## src/rtl/rlbc_pkg.sv

```systemverilog
`default_nettype none

package rlbc_pkg;

    // Widths of the request and result fields.
    localparam int IN_W  = 9;
    localparam int VAL_W = 30;

    // Default largest symbol count held by the tables.
    localparam int MAX_SYMBOLS_DEFAULT = 256;

    // Modulus of every count.
    localparam logic [VAL_W-1:0] PRIME_MOD = VAL_W'(1000000007);

    // Widen a flag into a count of zero or one.
    function automatic logic [VAL_W-1:0] flag_to_val(input logic flag);
        return {{(VAL_W-1){1'b0}}, flag};
    endfunction

endpackage

`default_nettype wire

```

## src/rtl/rlbc_addsub_mod.sv

```systemverilog
`default_nettype none

module rlbc_addsub_mod (
    input  wire logic [rlbc_pkg::VAL_W-1:0] a,
    input  wire logic [rlbc_pkg::VAL_W-1:0] b,
    input  wire logic [rlbc_pkg::VAL_W-1:0] c,
    output logic      [rlbc_pkg::VAL_W-1:0] result
);
    import rlbc_pkg::*;

    localparam int SUM_W = VAL_W + 2;

    logic [SUM_W-1:0] sum;
    logic [SUM_W-1:0] mod1;
    logic [SUM_W-1:0] mod2;

    // All operands are below the modulus, so the raw sum stays below three times it.
    always_comb
    begin
        mod1   = SUM_W'(PRIME_MOD);
        mod2   = mod1 + mod1;
        sum    = SUM_W'(a) + SUM_W'(b) + mod1 - SUM_W'(c);
        result = a;
        if (sum >= mod2)
        begin
            result = VAL_W'(sum - mod2);
        end
        else if (sum >= mod1)
        begin
            result = VAL_W'(sum - mod1);
        end
        else
        begin
            result = VAL_W'(sum);
        end
    end

endmodule

`default_nettype wire

```

## config.mk

```make
export PLATFORM = sky130hd
export DESIGN_NAME = rlbc_addsub_mod
export DESIGN_NICKNAME = d
export VERILOG_FILES = /design/src/rtl/rlbc_pkg.sv /design/src/rtl/rlbc_addsub_mod.sv
export SDC_FILE = /design/constraint.sdc
export NUM_CORES = 1
export LEC_CHECK = 0
export BUFFER_PORTS_ARGS = -buffer_cell sky130_fd_sc_hd__buf_2
export CAP_MARGIN = 0
export CORE_ASPECT_RATIO = 0.6
export CORE_MARGIN = 3
export CORE_UTILIZATION = 40
export DETAILED_ROUTE_END_ITERATION = 8
export GPL_ROUTABILITY_DRIVEN = 0
export PLACE_DENSITY_LB_ADDON = 0.05
export SYNTH_ARGS = -nofsm -noshare
export SYNTH_HDL_FRONTEND = slang
export SYNTH_SLANG_ARGS = --single-unit
```

## constraint.sdc

```tcl
create_clock -name vclk -period 4.6
set_input_delay 0.23 -clock vclk [all_inputs]
set_output_delay 0.23 -clock vclk [all_outputs]
set_load 0.1 [all_outputs]
```

==> impl_results.md <==
- # port buffers: 120
- First-pass GRT wire length: 29.5 mm
- Violated checks: setup timing
- Main combinational cell family by area after synthesis: compound AO/OA/AOI/OAI gates
- DR pass1 iterations: 5
- Maxcap violations: 0
- FF+latch count: 0
- CP Launch Type: input port
- DRT iter0 DRCs: 474
- Worst Setup End Kind: output pin
- Max Clock Freq: 197 MHz
- Total Wirelength: 18.6 mm
- Number of global-route vias before repair: 6112
- Fill count: 861
- GRT Overall Usage: between 20% and 30%
- DRC violations left: 0
- Mux cell area share after synthesis: 0.635%
- Synthesized-area fraction occupied by adder cells: 28.1%
- CLK BUF: 0
- CP max stage delay: between 0.5 and 0.6 ns
- Yosys cell types: 88
- Endpoints failing setup: 30
- Syn Area/Cell: around 7.6 sq um
- Unrepaired setup endpoints after global routing: true
- Critical path startpoint: a[1]
- Crit share post-route: 111%
- Slew Viols, Final: 0
- Arrival @ worst endpoint: a little under 5 ns
- Compound-Gate Fraction of Synth Area: a little over a third
- Antenna Cells: 0
- Register area: 0 sq um
- Largest net degree at the start of global routing: 14
- Synthesized cell area: 4930 sq um
- Die footprint: 13700 sq um
- XOR/XNOR share of the synthesized area: 7.94%
- DR vias: 6144
- Min-delay src: c[0]
- Slowest-stage cell, CP: fa_1
- Crit path time final: 5.09 ns
- Simple-gate area share of the yosys netlist: 16.8%
- Initial antenna violation count: 0
- Outcome: complete, but fails checks
- Synth Net Count: 833
- Kind of critical path: input port to output pin
- Setup ws final: -0.489 ns
- Yosys Warn Count: 0
- ANT nets after route: 0
- Hold/Removal Path Class: input port to output pin
- Critical Path, Cell by Cell: buf_2 > inv_1 > fa_1 > inv_1 > ha_1 > ha_4 > inv_2 > fa_2 > nand2b_4 > a211oi_4 > buf_6 > o2111ai_4 > buf_4 > o211ai_1 > a311oi_4 > nand2_2 > o311a_4 > a211oi_4 > a211oi_4 > buf_6 > buf_4 > a221o_1 > nand3_4 > buf_12
- Area of the multi-input gates: around 5500 sq um
- DPL Wire Length: between 10 and 15 mm
- Crit path max fanout: 7
- Area grow syn2layout: 78.6%
- Post-synthesis sequential area ratio: 0%
- Std-Cell Rows: 30
- Die Y: 92.0 um
- Die Wd: between 100 and 150 um
- Mapped Cells: roughly 650
- Nets@finish: 1150
- DR WL/cell: 16.5 um
- Post-Place Worst Slack: -0.567 ns
- Final Hold Viols: 0
- Worst slew margin: 60.4%
- CP most frequent cell: a211oi_4
- Worst endpoint required time: 4.37 ns
- Starting density of the core: about 42%
- Fraction of layout cells with a size suffix above 1: 50.8%
- IO Count: 120
- Tightest Pin Transition: 0.592 ns
- Routed vias/inst: 5.46
- Core area: 11700 sq um
- Overflow after GRT: 0
-- placed cells by master (no fill, tap or decap), drive strengths merged, types with 3 or more instances in the layout --
master / netlist / layout
buf: 16 / 336
inv: 106 / 106
ha: 61 / 61
a21oi: 50 / 50
nand2: 48 / 48
nor2: 40 / 40
o21ai: 35 / 35
fa: 31 / 31
xnor2: 30 / 30
o211ai: 17 / 17
nand3: 16 / 16
a211oi: 15 / 15
xor2: 13 / 13
a21o: 11 / 11
o21a: 11 / 11
a22oi: 10 / 10
nor3: 8 / 8
and2: 8 / 8
nor2b: 8 / 8
a31oi: 8 / 8
o2111ai: 7 / 7
nand4: 6 / 6
and3: 6 / 6
a211o: 6 / 6
or2: 6 / 6
o31ai: 5 / 5
a21boi: 5 / 5
a2111oi: 5 / 5
o21bai: 4 / 4
or3: 4 / 4
a311oi: 4 / 4
a32oi: 4 / 4
a2bb2oi: 3 / 3
nand2b: 3 / 3
o311a: 3 / 3
nor4: 3 / 3
-- metal layers --
metal	track usage [%]	wire length (um)
met1	39.4	8860
met2	40.1	8150
met3	2.02	1480
met4	2.13	134
met5	0	0
-- Yosys cell counts, drive strengths merged, types with 2 or more instances --
| cell type | number | share of area [%] |
|---|---|---|
| o211ai | 17 | 2.6 |
| or2 | 6 | 0.76 |
| and4 | 2 | 0.41 |
| a32oi | 4 | 0.86 |
| a21o | 11 | 1.7 |
| or3 | 4 | 0.51 |
| nand4 | 6 | 0.76 |
| clkbuf | 5 | 0.38 |
| nand3 | 16 | 1.6 |
| xnor2 | 30 | 5.6 |
| o2111a | 2 | 0.46 |
| o311a | 3 | 0.61 |
| fa | 31 | 13 |
| inv | 106 | 8.1 |
| and3 | 6 | 0.76 |
| nand2b | 3 | 0.38 |
| a21boi | 5 | 0.76 |
| nor2b | 8 | 1.1 |
| a2111oi | 5 | 1.6 |
| a31oi | 8 | 1.1 |
| ha | 61 | 15 |
| a41oi | 2 | 0.51 |
| xor2 | 13 | 2.3 |
| a311oi | 4 | 1.5 |
| mux2i | 2 | 0.41 |
| nand2 | 48 | 3.8 |
| buf | 16 | 2.1 |
| a211o | 6 | 1.1 |
| and2 | 8 | 1.0 |
| a2bb2oi | 3 | 0.53 |
| o31ai | 5 | 0.76 |
| a221oi | 2 | 0.36 |
| o2111ai | 7 | 1.7 |
| nor3 | 8 | 0.81 |
| o21bai | 4 | 0.61 |
| a21oi | 50 | 5.5 |
| a211oi | 15 | 3.8 |
| nor4 | 3 | 0.51 |
| o21a | 11 | 1.7 |
| a22oi | 10 | 2.0 |
| a31o | 2 | 0.36 |
| nor2 | 40 | 3.1 |
| o21ai | 35 | 3.7 |
-- worst max-delay path: cells and delay by family --
kind | cells | cell delay, ns
buf+inv | 9 | 1.00
simple gates | 3 | 0.35
fa+ha+maj | 4 | 1.15
compound gates | 8 | 2.10
-- stage by stage --
step	hold WS, ns	setup TNS [ns]	instances	util [%]	cell area, sq um
after floorplan	1.04	-12.25	651	-	5590
after detailed placement	1.18	-13.74	1095	69.4	8100
final	1.18	-11.43	1126	75.4	8810
after global placement	1.16	-9.67	1095	69.4	8100
after CTS	1.18	-9.75	1121	73.3	8560
after global routing	1.22	-15.79	1126	75.4	8810
-- layout make-up --
type                       instances  share of cell area, %
multi-input combinational        524                   62.1
timing repair buffer             336                   31.1
inverter                         106                   4.52
tap                              160                   2.27
-- repair_timing --
item                                    4_1_cts  5_1_grt
gates resized for setup                      50       38
endpoints found under the setup margin       30       30
hold buffers                                  0        0
pin swaps                                    38       37
setup buffers                                28        7
-- logic make-up (layout without fill, tap and decap cells) --
kind of cell / after synthesis / after routing
compound gates: 221 / 221
mux: 3 / 3
fa+ha+maj: 92 / 92
xor+xnor: 43 / 43
simple gates: 165 / 165
buf+inv: 127 / 442
-- final timing paths --
check                 cells past startpoint         end  slack (ns)
worst max-delay path                     24  result[25]       -0.49
worst min-delay path                      4   result[0]        1.18
Power is not shown: default switching activity piles up to over one toggle a cycle in this logic, so the estimate is an artifact.
